**src/sv/exl_pkg.sv**
```systemverilog
// ----------------------------------------------------------------------------
// exl_pkg
// Shared types and constants of the expression lexer: token kinds, operator
// codes, scanner modes, the keyword table and the token record.
// ----------------------------------------------------------------------------
package exl_pkg;

	typedef enum logic [2:0] {
		TK_NUM     = 3'd0,
		TK_OP      = 3'd1,
		TK_OPEN    = 3'd2,
		TK_CLOSE   = 3'd3,
		TK_IDENT   = 3'd4,
		TK_END     = 3'd5,
		TK_INVALID = 3'd6
	} tok_kind_t;

	typedef enum logic [3:0] {
		OP_ADD    = 4'd0,
		OP_SUB    = 4'd1,
		OP_DIV    = 4'd2,
		OP_DIVEQ  = 4'd3,
		OP_MUL    = 4'd4,
		OP_GT     = 4'd5,
		OP_LT     = 4'd6,
		OP_ASSIGN = 4'd7,
		OP_EQ     = 4'd8,
		OP_IF     = 4'd9,
		OP_WHILE  = 4'd10,
		OP_LET    = 4'd11,
		OP_LAMBDA = 4'd12,
		OP_SWITCH = 4'd13,
		OP_CASE   = 4'd14
	} op_code_t;

	typedef enum logic [2:0] {
		MODE_IDLE  = 3'd0,
		MODE_SLASH = 3'd1,
		MODE_COLON = 3'd2,
		MODE_NUM   = 3'd3,
		MODE_WORD  = 3'd4
	} lex_mode_t;

	localparam int NUM_W    = 31;
	localparam int START_W  = 12;
	localparam int LENGTH_W = 13;

	localparam logic [NUM_W-1:0] NUM_MAX = {NUM_W{1'b1}};

	// keyword table: only the first KW_CHARS characters of a word are kept
	localparam int KW_CHARS = 6;
	localparam int KW_COUNT = 6;

	localparam logic [7:0] KW_TEXT [KW_COUNT][KW_CHARS] = '{
		'{"i", "f", 8'h00, 8'h00, 8'h00, 8'h00},
		'{"w", "h", "i", "l", "e", 8'h00},
		'{"l", "e", "t", 8'h00, 8'h00, 8'h00},
		'{"l", "a", "m", "b", "d", "a"},
		'{"s", "w", "i", "t", "c", "h"},
		'{"c", "a", "s", "e", 8'h00, 8'h00}
	};

	localparam logic [2:0] KW_LEN [KW_COUNT] = '{3'd2, 3'd5, 3'd3, 3'd6, 3'd6, 3'd4};

	typedef struct packed {
		tok_kind_t             kind;
		op_code_t              op;
		logic [NUM_W-1:0]      value;
		logic                  overflow;
		logic [START_W-1:0]    start;
		logic [LENGTH_W-1:0]   length;
		logic                  last;
	} token_t;

	// up to two tokens produced by one character
	typedef struct packed {
		token_t     first;
		token_t     second;
		logic [1:0] count;
	} tok_pair_t;

endpackage

```
**src/sv/expression_lexer.sv**
```systemverilog
// ----------------------------------------------------------------------------
// expression_lexer
// Streaming tokenizer: one character in per item, up to two tokens out.
// ----------------------------------------------------------------------------
// Usage
//   Input channel (in_valid / in_stall / char_byte) carries one character per
//   item; byte 0 ends the line, flushes any pending token and emits an end
//   token. Output channel (out_valid / out_stall / token fields) carries one
//   token per item; last_of_run marks the last token a character caused.
//   A character is registered when accepted and scanned from that register
//   once the queue has room; its tokens are offered from the queue's head.
//   Throughput is one character per cycle while results are taken; the
//   output side moves one token per cycle, so characters that end a pending
//   token and emit one of their own (two results) are limited by that port.
//   A four-entry token queue sits between scanner and output: while it has
//   room for two tokens the scanner keeps taking characters even when the
//   receiver stalls; lacking that room, in_stall rises and holds the character.
//   Reset clears the scanner to idle at line position zero and empties the
//   queue; in_stall is low out of reset, so the block accepts items at once.
// ----------------------------------------------------------------------------
module expression_lexer #(
	parameter int MAX_LINE = 4096
) (
	input  logic        clk,
	input  logic        arst_n,
	input  logic        in_valid,
	output logic        in_stall,
	input  logic [7:0]  char_byte,
	output logic        out_valid,
	input  logic        out_stall,
	output logic [2:0]  token_kind,
	output logic [3:0]  operator_code,
	output logic [30:0] number_value,
	output logic        number_overflow,
	output logic [11:0] ident_start,
	output logic [12:0] ident_length,
	output logic        last_of_run
);

	logic               valid_s1;
	logic [7:0]         char_s1;
	logic               room;
	logic               step;
	logic               pop;
	exl_pkg::tok_pair_t toks;
	exl_pkg::token_t    head;

	assign step     = valid_s1 && room;
	assign in_stall = valid_s1 && !room;
	assign pop      = out_valid && !out_stall;

	always_ff @(posedge clk or negedge arst_n) begin
		if (!arst_n) begin
			valid_s1 <= 1'b0;
		end else if (!in_stall) begin
			valid_s1 <= in_valid;
		end
	end

	always_ff @(posedge clk) begin
		if (in_valid && !in_stall) begin
			char_s1 <= char_byte;
		end
	end

	exl_scanner #(
		.MAX_LINE(MAX_LINE)
	) u_scanner (
		.clk    (clk),
		.arst_n (arst_n),
		.step   (step),
		.ch     (char_s1),
		.toks   (toks)
	);

	exl_token_fifo u_fifo (
		.clk       (clk),
		.arst_n    (arst_n),
		.toks      (toks),
		.pop       (pop),
		.head      (head),
		.not_empty (out_valid),
		.room      (room)
	);

	assign token_kind      = head.kind;
	assign operator_code   = head.op;
	assign number_value    = head.value;
	assign number_overflow = head.overflow;
	assign ident_start     = head.start;
	assign ident_length    = head.length;
	assign last_of_run     = head.last;

endmodule

```
**src/sv/exl_scanner.sv**
```systemverilog
// ----------------------------------------------------------------------------
// exl_scanner
// Scanner state and token decode: takes one character per step, updates the
// mode, number accumulator, word registers and line position, and produces
// the flushed token and the token of the character itself.
// ----------------------------------------------------------------------------
module exl_scanner #(
	parameter int MAX_LINE = 4096
) (
	input  logic                clk,
	input  logic                arst_n,
	input  logic                step,
	input  logic [7:0]          ch,
	output exl_pkg::tok_pair_t  toks
);

	localparam int LPOS_W = $clog2(MAX_LINE);
	localparam int WLEN_W = $clog2(MAX_LINE + 1);
	localparam int PROD_W = exl_pkg::NUM_W + 4;

	exl_pkg::lex_mode_t          mode_q, mode_d;
	logic [exl_pkg::NUM_W-1:0]   acc_q, acc_d;
	logic                        ovf_q, ovf_d;
	logic [WLEN_W-1:0]           wlen_q, wlen_d;
	logic [LPOS_W-1:0]           wstart_q, wstart_d;
	logic [LPOS_W-1:0]           lpos_q, lpos_d;
	logic [7:0]                  kbuf_q [exl_pkg::KW_CHARS];

	logic                        is_end, is_dig, is_alpha, is_blank;
	logic                        cont_slash, cont_colon, cont_num, cont_word;
	logic                        consumed, flushing;
	logic [PROD_W-1:0]           prod;
	logic                        prod_sat;
	logic                        kb_we;
	logic [2:0]                  kb_idx;

	exl_pkg::token_t             tok_flush, tok_main;
	logic                        main_vld;

	assign is_end   = (ch == 8'h00);
	assign is_dig   = ch inside {[8'h30:8'h39]};
	assign is_alpha = ch inside {[8'h41:8'h5A], [8'h61:8'h7A]};
	assign is_blank = ch inside {8'h20, [8'h09:8'h0D]};

	assign cont_slash = (mode_q == exl_pkg::MODE_SLASH) && (ch == "=");
	assign cont_colon = (mode_q == exl_pkg::MODE_COLON) && (ch == "=");
	assign cont_num   = (mode_q == exl_pkg::MODE_NUM) && is_dig;
	assign cont_word  = (mode_q == exl_pkg::MODE_WORD) && (is_alpha || is_dig);
	assign consumed   = cont_slash || cont_colon || cont_num || cont_word;
	assign flushing   = !consumed && (mode_q != exl_pkg::MODE_IDLE);

	// acc * 10 + digit
	assign prod = {acc_q, 3'b000} + {2'b00, acc_q, 1'b0} + PROD_W'(ch[3:0]);
	assign prod_sat = (prod > PROD_W'(exl_pkg::NUM_MAX));

	// next state
	always_comb begin
		mode_d   = mode_q;
		acc_d    = acc_q;
		ovf_d    = ovf_q;
		wlen_d   = wlen_q;
		wstart_d = wstart_q;
		lpos_d   = lpos_q;
		kb_we    = 1'b0;
		kb_idx   = 3'd0;
		if (step) begin
			if (is_end) begin
				mode_d   = exl_pkg::MODE_IDLE;
				acc_d    = '0;
				ovf_d    = 1'b0;
				wlen_d   = '0;
				wstart_d = '0;
				lpos_d   = '0;
			end else begin
				if (lpos_q < LPOS_W'(MAX_LINE - 1)) begin
					lpos_d = lpos_q + 1'b1;
				end
				if (cont_slash || cont_colon) begin
					mode_d = exl_pkg::MODE_IDLE;
				end else if (cont_num) begin
					if (prod_sat) begin
						acc_d = exl_pkg::NUM_MAX;
						ovf_d = 1'b1;
					end else begin
						acc_d = prod[exl_pkg::NUM_W-1:0];
					end
				end else if (cont_word) begin
					if (wlen_q < WLEN_W'(exl_pkg::KW_CHARS)) begin
						kb_we  = 1'b1;
						kb_idx = wlen_q[2:0];
					end
					if (wlen_q < WLEN_W'(MAX_LINE)) begin
						wlen_d = wlen_q + 1'b1;
					end
				end else begin
					mode_d = exl_pkg::MODE_IDLE;
					if (ch == "/") begin
						mode_d = exl_pkg::MODE_SLASH;
					end else if (ch == ":") begin
						mode_d = exl_pkg::MODE_COLON;
					end else if (is_dig) begin
						mode_d = exl_pkg::MODE_NUM;
						acc_d  = exl_pkg::NUM_W'(ch[3:0]);
						ovf_d  = 1'b0;
					end else if (is_alpha) begin
						mode_d   = exl_pkg::MODE_WORD;
						wstart_d = lpos_q;
						wlen_d   = WLEN_W'(1);
						kb_we    = 1'b1;
						kb_idx   = 3'd0;
					end
				end
			end
		end
	end

	always_ff @(posedge clk or negedge arst_n) begin
		if (!arst_n) begin
			mode_q   <= exl_pkg::MODE_IDLE;
			acc_q    <= '0;
			ovf_q    <= 1'b0;
			wlen_q   <= '0;
			wstart_q <= '0;
			lpos_q   <= '0;
		end else begin
			mode_q   <= mode_d;
			acc_q    <= acc_d;
			ovf_q    <= ovf_d;
			wlen_q   <= wlen_d;
			wstart_q <= wstart_d;
			lpos_q   <= lpos_d;
		end
	end

	always_ff @(posedge clk) begin
		if (kb_we) begin
			kbuf_q[kb_idx] <= ch;
		end
	end

	function automatic exl_pkg::token_t plain_tok(exl_pkg::tok_kind_t kind,
		exl_pkg::op_code_t op);
		exl_pkg::token_t t;
		t      = '0;
		t.kind = kind;
		t.op   = op;
		return t;
	endfunction

	// pending token, emitted when the current character ends it
	always_comb begin
		logic [exl_pkg::KW_COUNT-1:0] hit;
		logic                         found;
		int                           k;
		int                           j;
		hit   = '0;
		found = 1'b0;
		for (k = 0; k < exl_pkg::KW_COUNT; k++) begin
			hit[k] = (wlen_q == WLEN_W'(exl_pkg::KW_LEN[k]));
			for (j = 0; j < exl_pkg::KW_CHARS; j++) begin
				if (j < int'(exl_pkg::KW_LEN[k]) && kbuf_q[j] != exl_pkg::KW_TEXT[k][j]) begin
					hit[k] = 1'b0;
				end
			end
		end
		tok_flush = plain_tok(exl_pkg::TK_INVALID, exl_pkg::OP_ADD);
		case (mode_q)
			exl_pkg::MODE_SLASH: begin
				tok_flush = plain_tok(exl_pkg::TK_OP, exl_pkg::OP_DIV);
			end
			exl_pkg::MODE_NUM: begin
				tok_flush          = plain_tok(exl_pkg::TK_NUM, exl_pkg::OP_ADD);
				tok_flush.value    = acc_q;
				tok_flush.overflow = ovf_q;
			end
			exl_pkg::MODE_WORD: begin
				tok_flush        = plain_tok(exl_pkg::TK_IDENT, exl_pkg::OP_ADD);
				tok_flush.start  = exl_pkg::START_W'(wstart_q);
				tok_flush.length = exl_pkg::LENGTH_W'(wlen_q);
				for (k = 0; k < exl_pkg::KW_COUNT; k++) begin
					if (hit[k] && !found) begin
						found     = 1'b1;
						tok_flush = plain_tok(exl_pkg::TK_OP,
							exl_pkg::op_code_t'(4'(exl_pkg::OP_IF) + 4'(k)));
					end
				end
			end
			default: begin
				tok_flush = plain_tok(exl_pkg::TK_INVALID, exl_pkg::OP_ADD);
			end
		endcase
	end

	// token of the character itself
	always_comb begin
		tok_main = plain_tok(exl_pkg::TK_INVALID, exl_pkg::OP_ADD);
		main_vld = 1'b1;
		if (is_end) begin
			tok_main = plain_tok(exl_pkg::TK_END, exl_pkg::OP_ADD);
		end else if (cont_slash) begin
			tok_main = plain_tok(exl_pkg::TK_OP, exl_pkg::OP_DIVEQ);
		end else if (cont_colon) begin
			tok_main = plain_tok(exl_pkg::TK_OP, exl_pkg::OP_ASSIGN);
		end else if (cont_num || cont_word) begin
			main_vld = 1'b0;
		end else if (is_dig || is_alpha || is_blank) begin
			main_vld = 1'b0;
		end else begin
			case (ch)
				"+": tok_main = plain_tok(exl_pkg::TK_OP, exl_pkg::OP_ADD);
				"-": tok_main = plain_tok(exl_pkg::TK_OP, exl_pkg::OP_SUB);
				"*": tok_main = plain_tok(exl_pkg::TK_OP, exl_pkg::OP_MUL);
				">": tok_main = plain_tok(exl_pkg::TK_OP, exl_pkg::OP_GT);
				"<": tok_main = plain_tok(exl_pkg::TK_OP, exl_pkg::OP_LT);
				"=": tok_main = plain_tok(exl_pkg::TK_OP, exl_pkg::OP_EQ);
				"(": tok_main = plain_tok(exl_pkg::TK_OPEN, exl_pkg::OP_ADD);
				")": tok_main = plain_tok(exl_pkg::TK_CLOSE, exl_pkg::OP_ADD);
				"/", ":": main_vld = 1'b0;
				default: tok_main = plain_tok(exl_pkg::TK_INVALID, exl_pkg::OP_ADD);
			endcase
		end
	end

	always_comb begin
		toks = '0;
		if (flushing) begin
			toks.first       = tok_flush;
			toks.second      = tok_main;
			toks.first.last  = !main_vld;
			toks.second.last = 1'b1;
			toks.count       = main_vld ? 2'd2 : 2'd1;
		end else begin
			toks.first      = tok_main;
			toks.first.last = 1'b1;
			toks.count      = main_vld ? 2'd1 : 2'd0;
		end
		if (!step) begin
			toks.count = 2'd0;
		end
	end

endmodule

```
**src/sv/exl_token_fifo.sv**
```systemverilog
// ----------------------------------------------------------------------------
// exl_token_fifo
// Four-entry token queue: takes up to two tokens a cycle, hands out one a
// cycle on the result channel whenever it is popped.
// ----------------------------------------------------------------------------
module exl_token_fifo (
	input  logic                clk,
	input  logic                arst_n,
	input  exl_pkg::tok_pair_t  toks,
	input  logic                pop,
	output exl_pkg::token_t     head,
	output logic                not_empty,
	output logic                room
);

	localparam int DEPTH = 4;
	localparam int PTR_W = $clog2(DEPTH);
	localparam int CNT_W = $clog2(DEPTH + 1);

	exl_pkg::token_t   mem_q [DEPTH];
	logic [PTR_W-1:0]  wr_q, rd_q;
	logic [CNT_W-1:0]  cnt_q;
	logic [PTR_W-1:0]  wr_nxt;

	assign wr_nxt    = wr_q + 1'b1;
	assign head      = mem_q[rd_q];
	assign not_empty = (cnt_q != '0);
	// space for a full pair regardless of what leaves this cycle
	assign room      = (cnt_q <= CNT_W'(DEPTH - 2));

	always_ff @(posedge clk) begin
		if (toks.count != 2'd0) begin
			mem_q[wr_q] <= toks.first;
		end
		if (toks.count == 2'd2) begin
			mem_q[wr_nxt] <= toks.second;
		end
	end

	always_ff @(posedge clk or negedge arst_n) begin
		if (!arst_n) begin
			wr_q  <= '0;
			rd_q  <= '0;
			cnt_q <= '0;
		end else begin
			wr_q  <= wr_q + PTR_W'(toks.count);
			if (pop) begin
				rd_q <= rd_q + 1'b1;
			end
			cnt_q <= cnt_q + CNT_W'(toks.count) - CNT_W'(pop);
		end
	end

endmodule

```
**config.mk**
```make
export PLATFORM = sky130hd
export DESIGN_NAME = expression_lexer
export DESIGN_NICKNAME = d
export VERILOG_FILES = /design/src/sv/exl_pkg.sv /design/src/sv/expression_lexer.sv /design/src/sv/exl_scanner.sv /design/src/sv/exl_token_fifo.sv
export SDC_FILE = /design/constraint.sdc
export NUM_CORES = 1
export LEC_CHECK = 0
export BUFFER_PORTS_ARGS = -buffer_cell sky130_fd_sc_hd__buf_2
export CAP_MARGIN = 40
export CORE_ASPECT_RATIO = 0.7
export CORE_UTILIZATION = 45
export DETAILED_ROUTE_END_ITERATION = 6
export HOLD_SLACK_MARGIN = 0.05
export PLACE_DENSITY_LB_ADDON = 0.2
export REMOVE_ABC_BUFFERS = 1
export SYNTH_ARGS = -nofsm -noshare
export SYNTH_HDL_FRONTEND = slang
export SYNTH_HIERARCHICAL = 1
export SYNTH_SLANG_ARGS = --single-unit
```
**constraint.sdc**
```tcl
create_clock -name clk -period 20.4 [get_ports clk]
set_input_delay 6.12 -clock clk [delete_from_list [all_inputs] [get_ports clk]]
set_output_delay 6.12 -clock clk [all_outputs]
set_load 0.02 [all_outputs]
```
==> qor.yml <==
run_status:
  outcome: "completed"
synth:
  synth_cells: 1686
  synth_warnings: 6
  synth_area_leaders: "edfxtp_1 43%, dfrtp_1 9.0%, mux2_2 7.6%, mux4_2 6.6%, mux2_1 5.7%"
  synth_top_flop_cell: "edfxtp_1"
  ys_ff_latch: 396
  synth.top_cell.area_share: 0.427
  yosysTopAreaCell: "edfxtp_1"
  synth_edf_count: 316
  avgSynthCellArea_um2: 13.2
  yosysSeqAreaShare: 0.517
  syn-cell-area_mm2: 0.0222
  synth-async-reset-ratio: 0.202
  synth_cell_type_count: 87
cts:
  clockBufferDepth: 3
  cts_buffers: 41
  htreeDepth: 2
  clock_sinks: 396
  cts_hold_buf: 0
  path_clk_slew_ns: 0.06
  tritoncts: "yes"
  clk_latency_ns: 0.56
  post_cts_resized: 0
  cts_root_buf: "clkbuf_16"
  post_cts_buffers: 0
cells_and_area:
  layout_commonest_cell: "edfxtp_1"
  area_growth_pct: 9.52
  fin_nets: 1831
  drive_above_1_share: 0.237
  mostFrequentLayoutCells: "316 x edfxtp_1, 151 x mux2_2, 112 x mux2_1, 106 x nand2_1, 80 x buf_2"
  diodes: 0
  fin_util: 0.504
die:
  fp.dieArea_mm2: 0.0503
  start_util: 0.461
  core_area_mm2: 0.0483
  dieHeight_um: 188
  num_rows: 67
  die_w_um: 268
  pin_count: 79
drt:
  vias: 13898
  drt-initial-drc-count: 1374
  top_layer: "met4"
  wl_met1_um: 26100
  wl_met3_um: 3230
  dr_wl_met2_um: 21900
  wl_um: 52800
  dr.pass1.iters: 5
  ant_nets: 0
  wl_per_cell_um: 21.7
  avgViaCountPerCell: 5.71
  drc: 0
pwr:
  power_leakage_nw: 9.62
  p_per_area_mw_per_mm2: 117
  irDropWorstVdd_v: 0.000108
  power.total_mw: 2.85
timing:
  slew-limit-headroom: 0.369
  final_hold_viol_count: 0
  setup_viol: 0
  period_minus_slack_ns: 9.03
  rsz0062_at_grt: "false"
  skew_ns: 0.0352
  setup_tns_ns: 0
  finalMaxSlewViolations: 0
  fmax_mhz: 111
  fin_crit_sh: 0.443
  tightest_slew_ns: 0.946
  setup_ws_ns: 11.37
setup_path:
  worstSetupEndpointType: "primary output"
  crit_path_start_kind: "register"
  worstSetupPathType: "register to primary output"
  critPathRequiredTime_ns: 14.28
  crit_fanout: 36
  cp.arrival_ns: 2.91
global_route:
  grt.overflow.total: 0
  grt_usage: 0.214
  grt_pass1_vias: 13990
  antenna_found_initial: 0
  grt_start_max_net_pins: 59
  grt_pass1_wl_um: 83600
placement:
  portBuffers: 78
  dp_hpwl_um: 34600
  dp_slack_ns: 11.76
  place_congestion: 0.889
run:
  max-cap-violations: 0
min_path:
  hold_class: "register to register"
-- cell families (layout without fill, tap and decap cells) --
kind of cell,Yosys count,in the layout,share of synthesized area
xor+xnor,46,46,0.0181
flops,396,396,0.517
mux,334,334,0.202
simple gates,416,416,0.102
other cells,1,57,0.000169
compound gates,235,235,0.0690
buf+inv,183,218,0.0493
fa+ha+maj,75,75,0.0431
-- sequential cells by signal (all words and copies together) (netlist names), 3 cells and up --
signal,cells
u_scanner/wstart_q,12
u_scanner/kbuf_q,48
u_scanner/lpos_q,12
u_scanner/wlen_q,13
u_fifo/mem_q,260
char_s1,8
u_scanner/mode_q,3
u_scanner/acc_q,31
u_fifo/cnt_q,3
-- synth_stat cells, drive strengths merged (11+ instances only) --
cell and n:
nor2 66, edfxtp 316, o21ai 68, nor3 24, xor2 21, o211ai 13
nand4 18, ha 71, a31oi 12, mux4 65, a211oi 13, dfrtp 80
xnor2 25, and3 15, nand3 36, clkbuf 35, nand2b 11, a21oi 52
buf 116, nand2 106, a22oi 22, and2 63, a21o 14, nor4 17
inv 32, mux2 263
-- cell type report --
class / instances / area, um^2
clock buffers: 59 / 1130
clock inverters: 16 / 146
fillers: 4210 / 23900
inverters: 32 / 120
multi-input cells: 1163 / 9930
flip-flops and latches: 396 / 11500
well taps: 655 / 820
repair buffers: 111 / 706
-- final timing paths --
| path | start | to | slack [ns] | depth (start not counted) |
|---|---|---|---|---|
| max in group asynchronous | arst_n | u_fifo/rd_q[0] | 13.77 | 2 |
| setup reg to reg | char_s1[6] | u_fifo/mem_q[1][21] | 14.40 | 13 |
| setup / recovery | u_fifo/rd_q[0] | number_value[17] | 11.37 | 3 |
| hold / removal | u_scanner/wstart_q[6] | u_scanner/wstart_q[6] | 0.46 | 2 |
| min in group asynchronous | arst_n | u_scanner/acc_q[9] | 5.45 | 1 |
| hold reg to reg | u_scanner/wstart_q[6] | u_scanner/wstart_q[6] | 0.46 | 2 |
-- metrics by stage --
step                std cells  hold slack [ns]  area (um^2)
finish                   2432            0.458        24400
CTS                      2432            0.465        24400
global route             2432            0.478        24400
global placement         2350            0.441        23000
floorplan                1591            0.430        21500
detailed placement       2357            0.452        23100
-- report_power, final --
| group | switching, mW | internal, mW | leakage, nW |
|---|---|---|---|
| registers | 0.119 | 1.09 | 4.01 |
| logic | 0.537 | 0.368 | 4.99 |
| clock network | 0.322 | 0.414 | 0.623 |
-- layer usage --
metal / up-vias / track usage
li1: 6478 / -
met1: 6921 / 0.331
met2: 420 / 0.303
met3: 79 / 0.0389
met4: 0 / 0.0662
met5: - / 0
-- worst max-delay path, stage by stage, from the launching register on --
cell     delay, ns
dfrtp_4       0.85
buf_4         0.67
mux4_2        0.59
buf_2         0.18
(Power assumes the default switching activity.)
